`src/design/sysex_seven_bit_field_decoder_macros.svh`:
```
// assertion macros for the sysex field decoder top level
// no dependencies; included by files that carry concurrent assertions
`ifndef SYSEX_SEVEN_BIT_FIELD_DECODER_MACROS_SVH
`define SYSEX_SEVEN_BIT_FIELD_DECODER_MACROS_SVH

// same-cycle implication
`define SBD_ASSERT_NOW(label, clk, rst, ante, cons) \
   label: assert property (@(posedge clk) disable iff (rst) (ante) |-> (cons)) \
      else $error("sbd assertion failed");

// next-cycle implication
`define SBD_ASSERT_NEXT(label, clk, rst, ante, cons) \
   label: assert property (@(posedge clk) disable iff (rst) (ante) |=> (cons)) \
      else $error("sbd assertion failed");

`endif

```
`src/design/sbd_pkg.sv`:
```
// types, codes and helpers for the sysex seven bit field decoder
// no dependencies
`timescale 1ns / 1ps

package sbd_pkg;

   localparam int DIGIT_BITS          = 7;
   localparam int LONGEST_FIELD_BYTES = 8;
   localparam int ACC_BITS            = 56;
   localparam int VALUE_BITS          = ACC_BITS + 1;

   localparam logic [2:0] ST_DONE     = 3'd0;
   localparam logic [2:0] ST_CHAR     = 3'd1;
   localparam logic [2:0] ST_STR_END  = 3'd2;
   localparam logic [2:0] ST_NON_DATA = 3'd3;
   localparam logic [2:0] ST_BAD_SIGN = 3'd4;
   localparam logic [2:0] ST_TRUNC    = 3'd5;

   localparam logic [2:0] MODE_U1     = 3'd0;
   localparam logic [2:0] MODE_U2     = 3'd1;
   localparam logic [2:0] MODE_U4     = 3'd2;
   localparam logic [2:0] MODE_U8     = 3'd3;
   localparam logic [2:0] MODE_S1     = 3'd4;
   localparam logic [2:0] MODE_S2     = 3'd5;
   localparam logic [2:0] MODE_S4     = 3'd6;
   localparam logic [2:0] MODE_STRING = 3'd7;

   localparam logic [1:0] CSR_POSITIVE_SIGN = 2'd0;
   localparam logic [1:0] CSR_NEGATIVE_SIGN = 2'd1;
   localparam logic [1:0] CSR_STRING_END    = 2'd2;

   typedef struct packed {
      logic [7:0] rx_byte;
      logic [2:0] mode;
      logic       end_of_message;
   } req_type;

   typedef struct packed {
      logic signed [VALUE_BITS-1:0] field_value;
      logic [2:0]                   status;
      logic [2:0]                   kind_done;
   } rsp_type;

   typedef struct packed {
      logic [6:0] positive_sign_code;
      logic [6:0] negative_sign_code;
      logic [6:0] string_end_code;
   } csr_type;

   typedef struct packed {
      logic    valid;
      rsp_type data;
   } step_out_type;

   function automatic logic [3:0] field_len(input logic [2:0] mode);
      logic [3:0] n;
      case (mode)
         MODE_U1, MODE_S1: n = 4'd1;
         MODE_U2, MODE_S2: n = 4'd2;
         MODE_U4, MODE_S4: n = 4'd4;
         MODE_U8:          n = 4'd8;
         default:          n = 4'd0;
      endcase
      if (n > 4'(LONGEST_FIELD_BYTES)) begin
         n = 4'(LONGEST_FIELD_BYTES);
      end
      return n;
   endfunction

endpackage

```
`src/design/sbd_csr.sv`:
```
// configuration registers: sign codes and string terminator
// depends on sbd_pkg
`timescale 1ns / 1ps

module sbd_csr (
   input  logic          clock,
   input  logic          reset,
   input  logic          csr_valid,
   output logic          csr_ready,
   input  logic [1:0]    csr_index,
   input  logic [6:0]    csr_data,
   output sbd_pkg::csr_type cfg
);

   sbd_pkg::csr_type cfg_ff;
   sbd_pkg::csr_type cfg_in;

   assign csr_ready = 1'b1;
   assign cfg       = cfg_ff;

   always_comb begin
      cfg_in = cfg_ff;
      if (csr_valid) begin
         case (csr_index)
            sbd_pkg::CSR_POSITIVE_SIGN: cfg_in.positive_sign_code = csr_data;
            sbd_pkg::CSR_NEGATIVE_SIGN: cfg_in.negative_sign_code = csr_data;
            sbd_pkg::CSR_STRING_END:    cfg_in.string_end_code    = csr_data;
            default:                    cfg_in = cfg_ff;
         endcase
      end
   end

   always_ff @(posedge clock) begin
      if (reset) begin
         cfg_ff.positive_sign_code <= 7'd0;
         cfg_ff.negative_sign_code <= 7'd1;
         cfg_ff.string_end_code    <= 7'd0;
      end else begin
         cfg_ff <= cfg_in;
      end
   end

endmodule

```
`src/design/sbd_step.sv`:
```
// field state registers and the per-byte decode logic
// depends on sbd_pkg
`timescale 1ns / 1ps

module sbd_step (
   input  logic                   clock,
   input  logic                   reset,
   input  logic                   fire,
   input  sbd_pkg::req_type       req,
   input  sbd_pkg::csr_type       cfg,
   output sbd_pkg::step_out_type  result
);

   logic                         in_field_ff, in_field_in;
   logic [2:0]                   kind_ff, kind_in;
   logic [3:0]                   left_ff, left_in;
   logic [sbd_pkg::ACC_BITS-1:0] acc_ff, acc_in;
   logic                         neg_ff, neg_in;
   logic                         await_ff, await_in;

   logic [2:0]                     kind_cur;
   logic [3:0]                     left_cur;
   logic [sbd_pkg::ACC_BITS-1:0]   acc_cur;
   logic                           neg_cur;
   logic                           await_cur;
   logic [sbd_pkg::VALUE_BITS-1:0] wide;

   always_comb begin
      kind_cur  = in_field_ff ? kind_ff : req.mode;
      left_cur  = in_field_ff ? left_ff : sbd_pkg::field_len(req.mode);
      acc_cur   = in_field_ff ? acc_ff : '0;
      neg_cur   = in_field_ff ? neg_ff : 1'b0;
      await_cur = in_field_ff ? await_ff
                              : (req.mode >= sbd_pkg::MODE_S1 &&
                                 req.mode <= sbd_pkg::MODE_S4);

      in_field_in = 1'b1;
      kind_in     = kind_cur;
      left_in     = left_cur;
      acc_in      = acc_cur;
      neg_in      = neg_cur;
      await_in    = await_cur;
      wide        = '0;

      result.valid            = 1'b0;
      result.data.field_value = '0;
      result.data.status      = sbd_pkg::ST_DONE;
      result.data.kind_done   = kind_cur;

      if (await_cur) begin
         await_in = 1'b0;
         if (req.rx_byte == {1'b0, cfg.negative_sign_code}) begin
            neg_in = 1'b1;
            if (req.end_of_message) begin
               result.valid       = 1'b1;
               result.data.status = sbd_pkg::ST_TRUNC;
            end
         end else if (req.rx_byte == {1'b0, cfg.positive_sign_code}) begin
            neg_in = 1'b0;
            if (req.end_of_message) begin
               result.valid       = 1'b1;
               result.data.status = sbd_pkg::ST_TRUNC;
            end
         end else begin
            result.valid       = 1'b1;
            result.data.status = sbd_pkg::ST_BAD_SIGN;
         end
      end else if (req.rx_byte[7]) begin
         result.valid       = 1'b1;
         result.data.status = sbd_pkg::ST_NON_DATA;
      end else if (kind_cur == sbd_pkg::MODE_STRING) begin
         if (req.rx_byte == {1'b0, cfg.string_end_code}) begin
            result.valid       = 1'b1;
            result.data.status = sbd_pkg::ST_STR_END;
         end else if (req.end_of_message) begin
            result.valid       = 1'b1;
            result.data.status = sbd_pkg::ST_TRUNC;
         end else begin
            result.valid            = 1'b1;
            result.data.status      = sbd_pkg::ST_CHAR;
            result.data.field_value = $signed(sbd_pkg::VALUE_BITS'(req.rx_byte));
         end
      end else begin
         acc_in = {acc_cur[sbd_pkg::ACC_BITS-sbd_pkg::DIGIT_BITS-1:0],
                   req.rx_byte[sbd_pkg::DIGIT_BITS-1:0]};
         if (left_cur != 4'd0) begin
            left_in = left_cur - 4'd1;
         end
         wide = {1'b0, acc_in};
         if (left_in == 4'd0) begin
            result.valid            = 1'b1;
            result.data.status      = sbd_pkg::ST_DONE;
            result.data.field_value = $signed(neg_cur ? (~wide + 1'b1) : wide);
         end else if (req.end_of_message) begin
            result.valid       = 1'b1;
            result.data.status = sbd_pkg::ST_TRUNC;
         end
      end

      if (result.valid) begin
         in_field_in = 1'b0;
         if (result.data.status != sbd_pkg::ST_CHAR) begin
            await_in = 1'b0;
         end
      end
      if (result.valid && result.data.status == sbd_pkg::ST_CHAR) begin
         in_field_in = 1'b1;
      end
   end

   always_ff @(posedge clock) begin
      if (reset) begin
         in_field_ff <= 1'b0;
         kind_ff     <= '0;
         left_ff     <= '0;
         acc_ff      <= '0;
         neg_ff      <= 1'b0;
         await_ff    <= 1'b0;
      end else if (fire) begin
         in_field_ff <= in_field_in;
         kind_ff     <= kind_in;
         left_ff     <= left_in;
         acc_ff      <= acc_in;
         neg_ff      <= neg_in;
         await_ff    <= await_in;
      end
   end

endmodule

```
`src/design/sysex_seven_bit_field_decoder.sv`:
```
// top level of the sysex seven bit field decoder: csr block, decode step, result register
// depends on sbd_pkg, sbd_csr, sbd_step and sysex_seven_bit_field_decoder_macros.svh
//
//   port group   direction   handshake          payload
//   req_         in          req_valid/stall    rx_byte, mode, end_of_message
//   rsp_         out         rsp_valid/stall    field_value, status, kind_done
//   csr_         in          csr_valid/ready    csr_index, csr_data
//
// one request per cycle unless req_stall is high; its result, if any, is registered
// field state and result register update in the same cycle as request acceptance
// req_stall is high only while a result is held and rsp_stall is high
// synchronous active-high reset clears field state and result valid and loads csr defaults
`timescale 1ns / 1ps
`include "sysex_seven_bit_field_decoder_macros.svh"

module sysex_seven_bit_field_decoder (
   input  logic             clock,
   input  logic             reset,
   input  logic             req_valid,
   output logic             req_stall,
   input  sbd_pkg::req_type req_data,
   output logic             rsp_valid,
   input  logic             rsp_stall,
   output sbd_pkg::rsp_type rsp_data,
   input  logic             csr_valid,
   output logic             csr_ready,
   input  logic [1:0]       csr_index,
   input  logic [6:0]       csr_data
);

   sbd_pkg::csr_type      cfg;
   sbd_pkg::step_out_type step_out;

   logic             fire;
   logic             rsp_valid_ff, rsp_valid_in;
   sbd_pkg::rsp_type rsp_data_ff;

   assign req_stall = rsp_valid_ff && rsp_stall;
   assign fire      = req_valid && !req_stall;
   assign rsp_valid = rsp_valid_ff;
   assign rsp_data  = rsp_data_ff;

   sbd_csr u_csr (
      .clock     (clock),
      .reset     (reset),
      .csr_valid (csr_valid),
      .csr_ready (csr_ready),
      .csr_index (csr_index),
      .csr_data  (csr_data),
      .cfg       (cfg)
   );

   sbd_step u_step (
      .clock  (clock),
      .reset  (reset),
      .fire   (fire),
      .req    (req_data),
      .cfg    (cfg),
      .result (step_out)
   );

   always_comb begin
      rsp_valid_in = fire ? step_out.valid : (rsp_valid_ff && rsp_stall);
   end

   always_ff @(posedge clock) begin
      if (reset) begin
         rsp_valid_ff <= 1'b0;
      end else begin
         rsp_valid_ff <= rsp_valid_in;
      end
   end

   always_ff @(posedge clock) begin
      if (fire && step_out.valid) begin
         rsp_data_ff <= step_out.data;
      end
   end

   `SBD_ASSERT_NOW(a_no_accept_when_blocked, clock, reset,
      rsp_valid_ff && rsp_stall, !fire)
   `SBD_ASSERT_NEXT(a_result_registered, clock, reset,
      fire && step_out.valid, rsp_valid_ff)
   `SBD_ASSERT_NOW(a_char_is_string, clock, reset,
      rsp_valid_ff && rsp_data_ff.status == sbd_pkg::ST_CHAR,
      rsp_data_ff.kind_done == sbd_pkg::MODE_STRING)
   `SBD_ASSERT_NOW(a_error_value_zero, clock, reset,
      rsp_valid_ff && (rsp_data_ff.status == sbd_pkg::ST_STR_END ||
                       rsp_data_ff.status == sbd_pkg::ST_NON_DATA ||
                       rsp_data_ff.status == sbd_pkg::ST_BAD_SIGN ||
                       rsp_data_ff.status == sbd_pkg::ST_TRUNC),
      rsp_data_ff.field_value == '0)

endmodule

```
`config.mk`:
```
export PLATFORM = sky130hd
export DESIGN_NAME = sysex_seven_bit_field_decoder
export DESIGN_NICKNAME = d
export VERILOG_FILES = /design/src/design/sbd_pkg.sv /design/src/design/sbd_csr.sv /design/src/design/sbd_step.sv /design/src/design/sysex_seven_bit_field_decoder.sv
export VERILOG_INCLUDE_DIRS = /design/src /design/src/design
export SDC_FILE = /design/constraint.sdc
export NUM_CORES = 1
export LEC_CHECK = 0
export ABC_AREA = 1
export BUFFER_PORTS_ARGS = -buffer_cell sky130_fd_sc_hd__buf_2
export CORE_ASPECT_RATIO = 0.7
export CORE_MARGIN = 5
export CORE_UTILIZATION = 58
export DETAILED_ROUTE_END_ITERATION = 7
export PLACE_DENSITY = 0.79
export SYNTH_ARGS = -nofsm -noshare
export SYNTH_HDL_FRONTEND = slang
export SYNTH_SLANG_ARGS = --single-unit
```
`constraint.sdc`:
```
create_clock -name clock -period 4.1 [get_ports clock]
set_input_delay 0.615 -clock clock [delete_from_list [all_inputs] [get_ports clock]]
set_output_delay 0.615 -clock clock [all_outputs]
set_load 0.01 [all_outputs]
```
==> run_results.csv, run 1 <==
group,metric,value,unit
yosys,synth-xor-area-share,1.60,%
yosys,synth_simple_gate_area_share,31.3,%
yosys,yosysTopAreaCell,"edfxtp_1",
detailed_routing,drtAntennaViolNets,0,
floorplan,core,0.0139,mm²
grt,grt_pass1_wl,37400,µm
yosys,synthFlopType,"dfxtp_1",
grt,grt_max_degree,82,
yosys,synthAdderAreaFrac,0.305,%
clock_tree,clockRootBuffer,"clkbuf_16",
pwr,vdd_drop_max,0.321,mV
sta,finalHoldViolations,0,
min_path,min_path_type,"primary input to flop",
min_path,hold_start,"csr_data[4]",
clock_tree,cts.path.max_buffers,2,
detailed_routing,avgRoutedWirePerCell,16.8,µm
worst_setup_path,worst_ep_required_time,4360,ps
layout,nNetsFinal,1216,
yosys,syn_area_per_cell,7.31,µm²
layout,final_area,0.00925,mm²
clock_tree,clock-sinks,143,
floorplan,ioPinCount,92,
pwr,powerDensity,384,mW/mm²
detailed_routing,drt_iter0_markers,1081,
outcome,status,"completed",
sta,fin_ws,923,ps
worst_setup_path,path_max_fanout,55,
sta,fin_skew,7.38,ps
clock_tree,clk_latency,430,ps
grt,gr-usage-all-layers,28.2,%
yosys,synth-seq-cells,143,
worst_setup_path,r2r-end,"rsp_data[31]$_SDFFCE_PP0P_",
clock_tree,numCtsBuffers,17,
placed_design,portBuffers,90,
placed_design,post-place-cells,1359,
placed_design,globalplace.congestion,0.990,
detailed_routing,routed_wl,23400,µm
yosys,ys_warn_count,0,
yosys,muxShareOfSynthArea,0.548,%
worst_setup_path,r2r_setup_slack,920,ps
detailed_routing,viasPerCell,5.83,
detailed_routing,dr_total_vias,8107,
yosys,synth_top_family_by_area,"simple AND/OR/NAND/NOR gates",
placed_design,hpwl,16200,µm
grt,overflow,0,
floorplan,start_util,59.0,%
clock_tree,post_cts_resized,0,
worst_setup_path,critical_path_arrival,3440,ps
clock_tree,cts_tree,"yes",
floorplan,fp.dieW,152,µm
grt,antenna_found_initial,0,
sta,slew_headroom,42.5,%
sta,period_minus_slack,3180,ps
yosys,synth-async-reset-ratio,0,%
floorplan,die_area,0.0167,mm²
min_path,min_to,"u_csr.cfg[18]$_SDFFE_PP0P_",
clock_tree,postCtsHoldBufs,0,
yosys,netlist_area,0.00821,mm²
sta,rsz0062_at_grt,"false",
grt,grt_pass1_vias,7096,
sta,hold_slack,436,ps
layout,area_delta_synth_final,12.6,%
sta,max_clock_freq,315,MHz
worst_setup_path,reg2reg_from,"u_step.in_field_ff$_SDFFE_PP0P_",
layout,fillCellCount,1217,
yosys,synth_compound_area_share,15.6,%
worst_setup_path,worstRegToRegCells,9,
yosys,synth-edff-count,63,
layout,antennaDiodeCount,0,
yosys,synth_area_leaders,"edfxtp_1 23%, dfxtp_1 19%, nand2_1 15%",
clock_tree,path_clk_slew,60,ps
yosys,yosysTopAreaCellShare,23.0,%
floorplan,die_y,110,µm
layout,finalNonFillerCells,1390,
worst_setup_path,critPathLaunchType,"flop",
floorplan,rows,36,
sta,worst_slew_pin_slew,863,ps
placed_design,dpl_cell_area,0.00871,mm²
clock_tree,post_cts_buffers,0,
yosys,synth_cells,1123,
min_path,hold_depth,3,
sta,report.final.slew_viol_count,0,
clock_tree,htree_levels,4,
pwr,p_leak,4.36,nW
layout,drive_above_1_share,16.3,%
flow_run,max_cap_violations,0,
sta,fin_setup_tns,0,ps
sta,finalCritPeriodShare,77.5,%
yosys,syn-num-nets,1151,
sta,setup_viol,0,
placed_design,place_ws,906,ps
detailed_routing,drc_errors,0,
worst_setup_path,endpoint_kind,"flop",
yosys,synth.distinct_cells,46,
detailed_routing,drtPass1Iterations,5,
yosys,ys_seq_area_share,42.5,%
worst_setup_path,path_class,"flop to flop",
worst max-delay path by stage:
stage,startpoint,endpoint,slack (ps),cells after the start
global route,u_step.in_field_ff$_SDFFE_PP0P_,rsp_data[31]$_SDFFCE_PP0P_,620,9
finish,u_step.in_field_ff$_SDFFE_PP0P_,rsp_data[31]$_SDFFCE_PP0P_,920,9
detailed placement,req_data[2],rsp_data[6]$_SDFFCE_PP0P_,910,15
CTS,u_step.in_field_ff$_SDFFE_PP0P_,rsp_data[57]$_SDFFCE_PP0P_,1000,10
global placement,req_data[2],rsp_data[50]$_SDFFCE_PP0P_,970,15
floorplan,req_data[2],rsp_data[0]$_DFFE_PP_,640,13
logic make-up (layout without fill, tap and decap cells):
family          count (synthesis)  after routing
mux                             4              4
flops                         143            143
compound gates                222            222
fa+ha+maj                       2              2
other cells                     1              1
xor+xnor                       15             15
buf+inv                       152            229
simple gates                  584            584
cell usage after synthesis (8+ instances only):
library cell    n
nand2_1       322
a21oi_1        99
nor2_1        112
buf_2          14
o21ai_0        47
nand2_2        12
xor2_1         12
nor3_1         27
nand3_1        54
o211ai_1       50
edfxtp_1       63
dfxtp_1        80
inv_2          10
and3_1          8
nor3_2         13
inv_1          83
clkbuf_1       29
nand4_1        15
cell type report:
type / count / area, µm² / share of cell area, %
clock buffer: 19 / 443 / 4.79
clock inverter: 12 / 95.1 / 1.03
timing repair buffer: 101 / 546 / 5.90
tap: 190 / 238 / 2.57
multi-input combinational: 828 / 4070 / 44.0
sequential: 143 / 3490 / 37.8
inverter: 97 / 367 / 3.96
power by group:
group / internal [mW] / switching [mW] / leakage [nW]
clock: 0.837 / 0.606 / 0.255
sequential: 1.57 / 0.0403 / 1.29
combinational: 0.148 / 0.343 / 2.82
total: 2.56 / 0.990 / 4.36
critical path, cell delays in order, from the launching register on:
cell and delay [ps]:
dfxtp_2 420, buf_4 650, nand2_1 160, nand2_1 200, o21ai_0 110, nand2_1 100, nand3_2 160, nor2_4 620
inv_4 290, nor3_1 260
through the flow:
stage / util, % / power (mW)
3_5_place_dp: 62.6 / 2.12
6_report: 66.5 / 3.55
4_1_cts: 66.5 / 3.55
2_1_floorplan: - / 1.98
3_3_place_gp: 62.6 / 2.12
5_1_grt: 66.5 / 3.67
cells in the final DEF (no fill, tap or decap), types with 14 or more instances in the layout:
cell,n
nand4_1,15
nand3_1,54
a21oi_1,99
buf_2,90
nand2_1,320
nor3_1,27
edfxtp_1,63
clkbuf_16,17
inv_1,82
o211ai_1,50
nor2_1,111
o21ai_0,47
dfxtp_1,79
nand2_2,14
flip-flops by register name, indices dropped and copies added (netlist names):
register,count
rsp_data,63
u_step.acc_ff,49
u_csr.cfg,21
u_step.left_ff,4
u_step.kind_ff,3
rsp_valid,1
u_step.in_field_ff,1
u_step.neg_ff,1
layer usage:
| layer | vias to the layer above | global-route usage, % | routed length, µm |
|---|---|---|---|
| met4 | 0 | 7.18 | 274 |
| met3 | 31 | 7.95 | 3060 |
| met5 | - | 0 | 0 |
| met2 | 477 | 39.6 | 9330 |
| met1 | 3703 | 42.6 | 10700 |
| li1 | 3896 | - | - |
No activity file was read; power rests on OpenSTA's default activity.
==> run 2: changes to the inputs <==
Settings changed: CORE_UTILIZATION 58 to 54, PLACE_DENSITY 0.79 to 0.77.
Clock period 4.1 ns to 2.7 ns, I/O delays scaled along.
==> run 2 against run 1 <==
Compared with the run above: global-route usage fell by 0.44 points; sequential share of layout area decreased by 0.91 points; fmax grew 28%; utilization decreased by 2.4 points; worst setup slack lost 710 ps; sequential power rose by 52%; clock power increased by 71%; die area increased by 6.8%; critical path type unchanged; highest routed layer unchanged.
==> run_results.csv, run 2 (synthesized netlist as in run 1, its figures left out) <==
group,metric,value,unit
detailed_routing,viasPerCell,5.80,
sta,max_clock_freq,402,MHz
detailed_routing,dr_total_vias,8139,
floorplan,die_area,0.0178,mm²
worst_setup_path,path_max_fanout,55,
layout,final_cell_mix,"317 x nand2_1, 111 x nor2_1, 99 x a21oi_1, 90 x buf_2",
worst_setup_path,r2r-end,"rsp_data[57]$_SDFFCE_PP0P_",
worst_setup_path,endpoint_kind,"flop",
worst_setup_path,crit_path_cell_trace,"buf_12 -> nand2_1 -> inv_1 -> nor2_1 -> nand4_1 -> nor2_1 -> nand2_2 -> nor2_4 -> nand2_1 -> nand2_1 -> nand2_1 -> nand2_1 -> nor2_1",
min_path,min_path_type,"primary input to flop",
worst_setup_path,critical-path-top-delay-family,"simple AND/OR/NAND/NOR gates",
pwr,fin_total_pwr,5.70,mW
layout,drive_above_1_share,18.0,%
grt,gr-usage-all-layers,27.7,%
layout,largest_reg_flops,63,
grt,grt_pass1_wl,39100,µm
grt,antenna_found_initial,0,
layout,final_common_cell,"nand2_1",
clock_tree,postCtsHoldBufs,0,
detailed_routing,drtAntennaViolNets,0,
clock_tree,cts.path.max_buffers,2,
worst_setup_path,crit_start,"u_step.in_field_ff$_SDFFE_PP0P_",
placed_design,portBuffers,90,
clock_tree,path_clk_slew,60,ps
layout,finalNonFillerCells,1404,
layout,area_delta_synth_final,15.5,%
sta,report.final.slew_viol_count,0,
floorplan,die_y,113,µm
placed_design,hpwl,17100,µm
sta,setup_viol,0,
worst_setup_path,slowest_delay,400,ps
detailed_routing,drt_iter0_markers,1216,
clock_tree,htree_levels,4,
sta,period_minus_slack,2490,ps
worst_setup_path,critical_path_arrival,2660,ps
placed_design,globalplace.congestion,0.965,
worst_setup_path,r2r_setup_slack,210,ps
flow_run,max_cap_violations,0,
placed_design,post-place-cells,1372,
clock_tree,clockRootBuffer,"clkbuf_16",
sta,slew_headroom,53.5,%
grt,grt_max_degree,60,
clock_tree,post_cts_resized,0,
sta,fin_setup_tns,0,ps
pwr,powerDensity,600,mW/mm²
grt,overflow,0,
pwr,p_leak,4.46,nW
clock_tree,cts_tree,"yes",
clock_tree,clk_latency,430,ps
worst_setup_path,cp_num_buf_inv,2,
sta,finalCritPeriodShare,92.2,%
detailed_routing,avgRoutedWirePerCell,17.4,µm
detailed_routing,drc_errors,0,
min_path,hold_depth,3,
worst_setup_path,critPathLaunchType,"flop",
worst_setup_path,reg2reg_from,"u_step.in_field_ff$_SDFFE_PP0P_",
floorplan,core,0.0148,mm²
floorplan,ioPinCount,92,
pwr,vdd_drop_max,0.387,mV
sta,finalHoldViolations,0,
sta,worst_slew_pin_slew,692,ps
min_path,hold_start,"csr_data[0]",
grt,grt_pass1_vias,7223,
worst_setup_path,critical_path.most_common_cell,"nand2_1",
worst_setup_path,worstRegToRegCells,13,
floorplan,rows,37,
floorplan,start_util,55.4,%
worst_setup_path,path_class,"flop to flop",
sta,fin_skew,7.57,ps
detailed_routing,drtPass1Iterations,7,
layout,final_core_util,64.1,%
clock_tree,clock-sinks,143,
floorplan,fp.dieW,157,µm
min_path,min_to,"u_csr.cfg[7]$_SDFFE_PP1P_",
layout,antennaDiodeCount,0,
clock_tree,numCtsBuffers,17,
detailed_routing,routed_wl,24400,µm
worst_setup_path,worst_ep_required_time,2870,ps
outcome,status,"completed",
clock_tree,post_cts_buffers,0,
sta,rsz0062_at_grt,"false",
worst_setup_path,slowest_stage,"dfxtp_4",
layout,nNetsFinal,1224,
-- run 2: how the worst max path moves through the flow --
stage,endpoint,depth (start not counted)
floorplan,rsp_data[0]$_DFFE_PP_,13
global placement,rsp_data[57]$_SDFFCE_PP0P_,13
detailed placement,rsp_data[57]$_SDFFCE_PP0P_,13
CTS,rsp_data[32]$_SDFFCE_PP0P_,14
global route,rsp_data[32]$_SDFFCE_PP0P_,14
finish,rsp_data[57]$_SDFFCE_PP0P_,13
-- run 2: worst reg2reg max path, cell delays in order, from the launching register on --
cell and delay [ps]:
dfxtp_4 400, buf_12 220, nand2_1 200, inv_1 90, nor2_1 180, nand4_1 130, nor2_1 340, nand2_2 160
nor2_4 140, nand2_1 140, nand2_1 90, nand2_1 50, nand2_1 50, nor2_1 40
-- run 2: report_power, final --
group | total [mW] | switching [mW] | internal (mW) | leakage (nW)
registers | 2.46 | 0.0654 | 2.39 | 1.29
logic | 0.779 | 0.533 | 0.246 | 2.87
clock network | 2.46 | 0.911 | 1.55 | 0.301
-- run 2: through the flow --
stage          worst slack, ps  hold slack (ps)  instance area [µm²]
2_1_floorplan            -19.1              436                 8260
6_report                   210              213                 9490
3_5_place_dp               168              454                 8870
5_1_grt                   41.5              214                 9490
3_3_place_gp               226              448                 8870
4_1_cts                    216              205                 9490
-- run 2: layout make-up --
class / instances / area, µm²
Fill cell: 1287 / 5330
Multi-Input combinational cell: 828 / 4110
Sequential cell: 143 / 3500
Timing Repair Buffer: 109 / 643
Clock buffer: 22 / 485
Inverter: 97 / 375
Tap cell: 195 / 244
Clock inverter: 10 / 134
-- run 2: metal layers --
layer | up-vias | wire, µm | global-route usage [%]
met5 | - | 0 | 0
li1 | 3908 | - | -
met2 | 515 | 9670 | 37.0
met4 | 0 | 384 | 6.53
met3 | 43 | 3120 | 8.07
met1 | 3673 | 11200 | 43.7
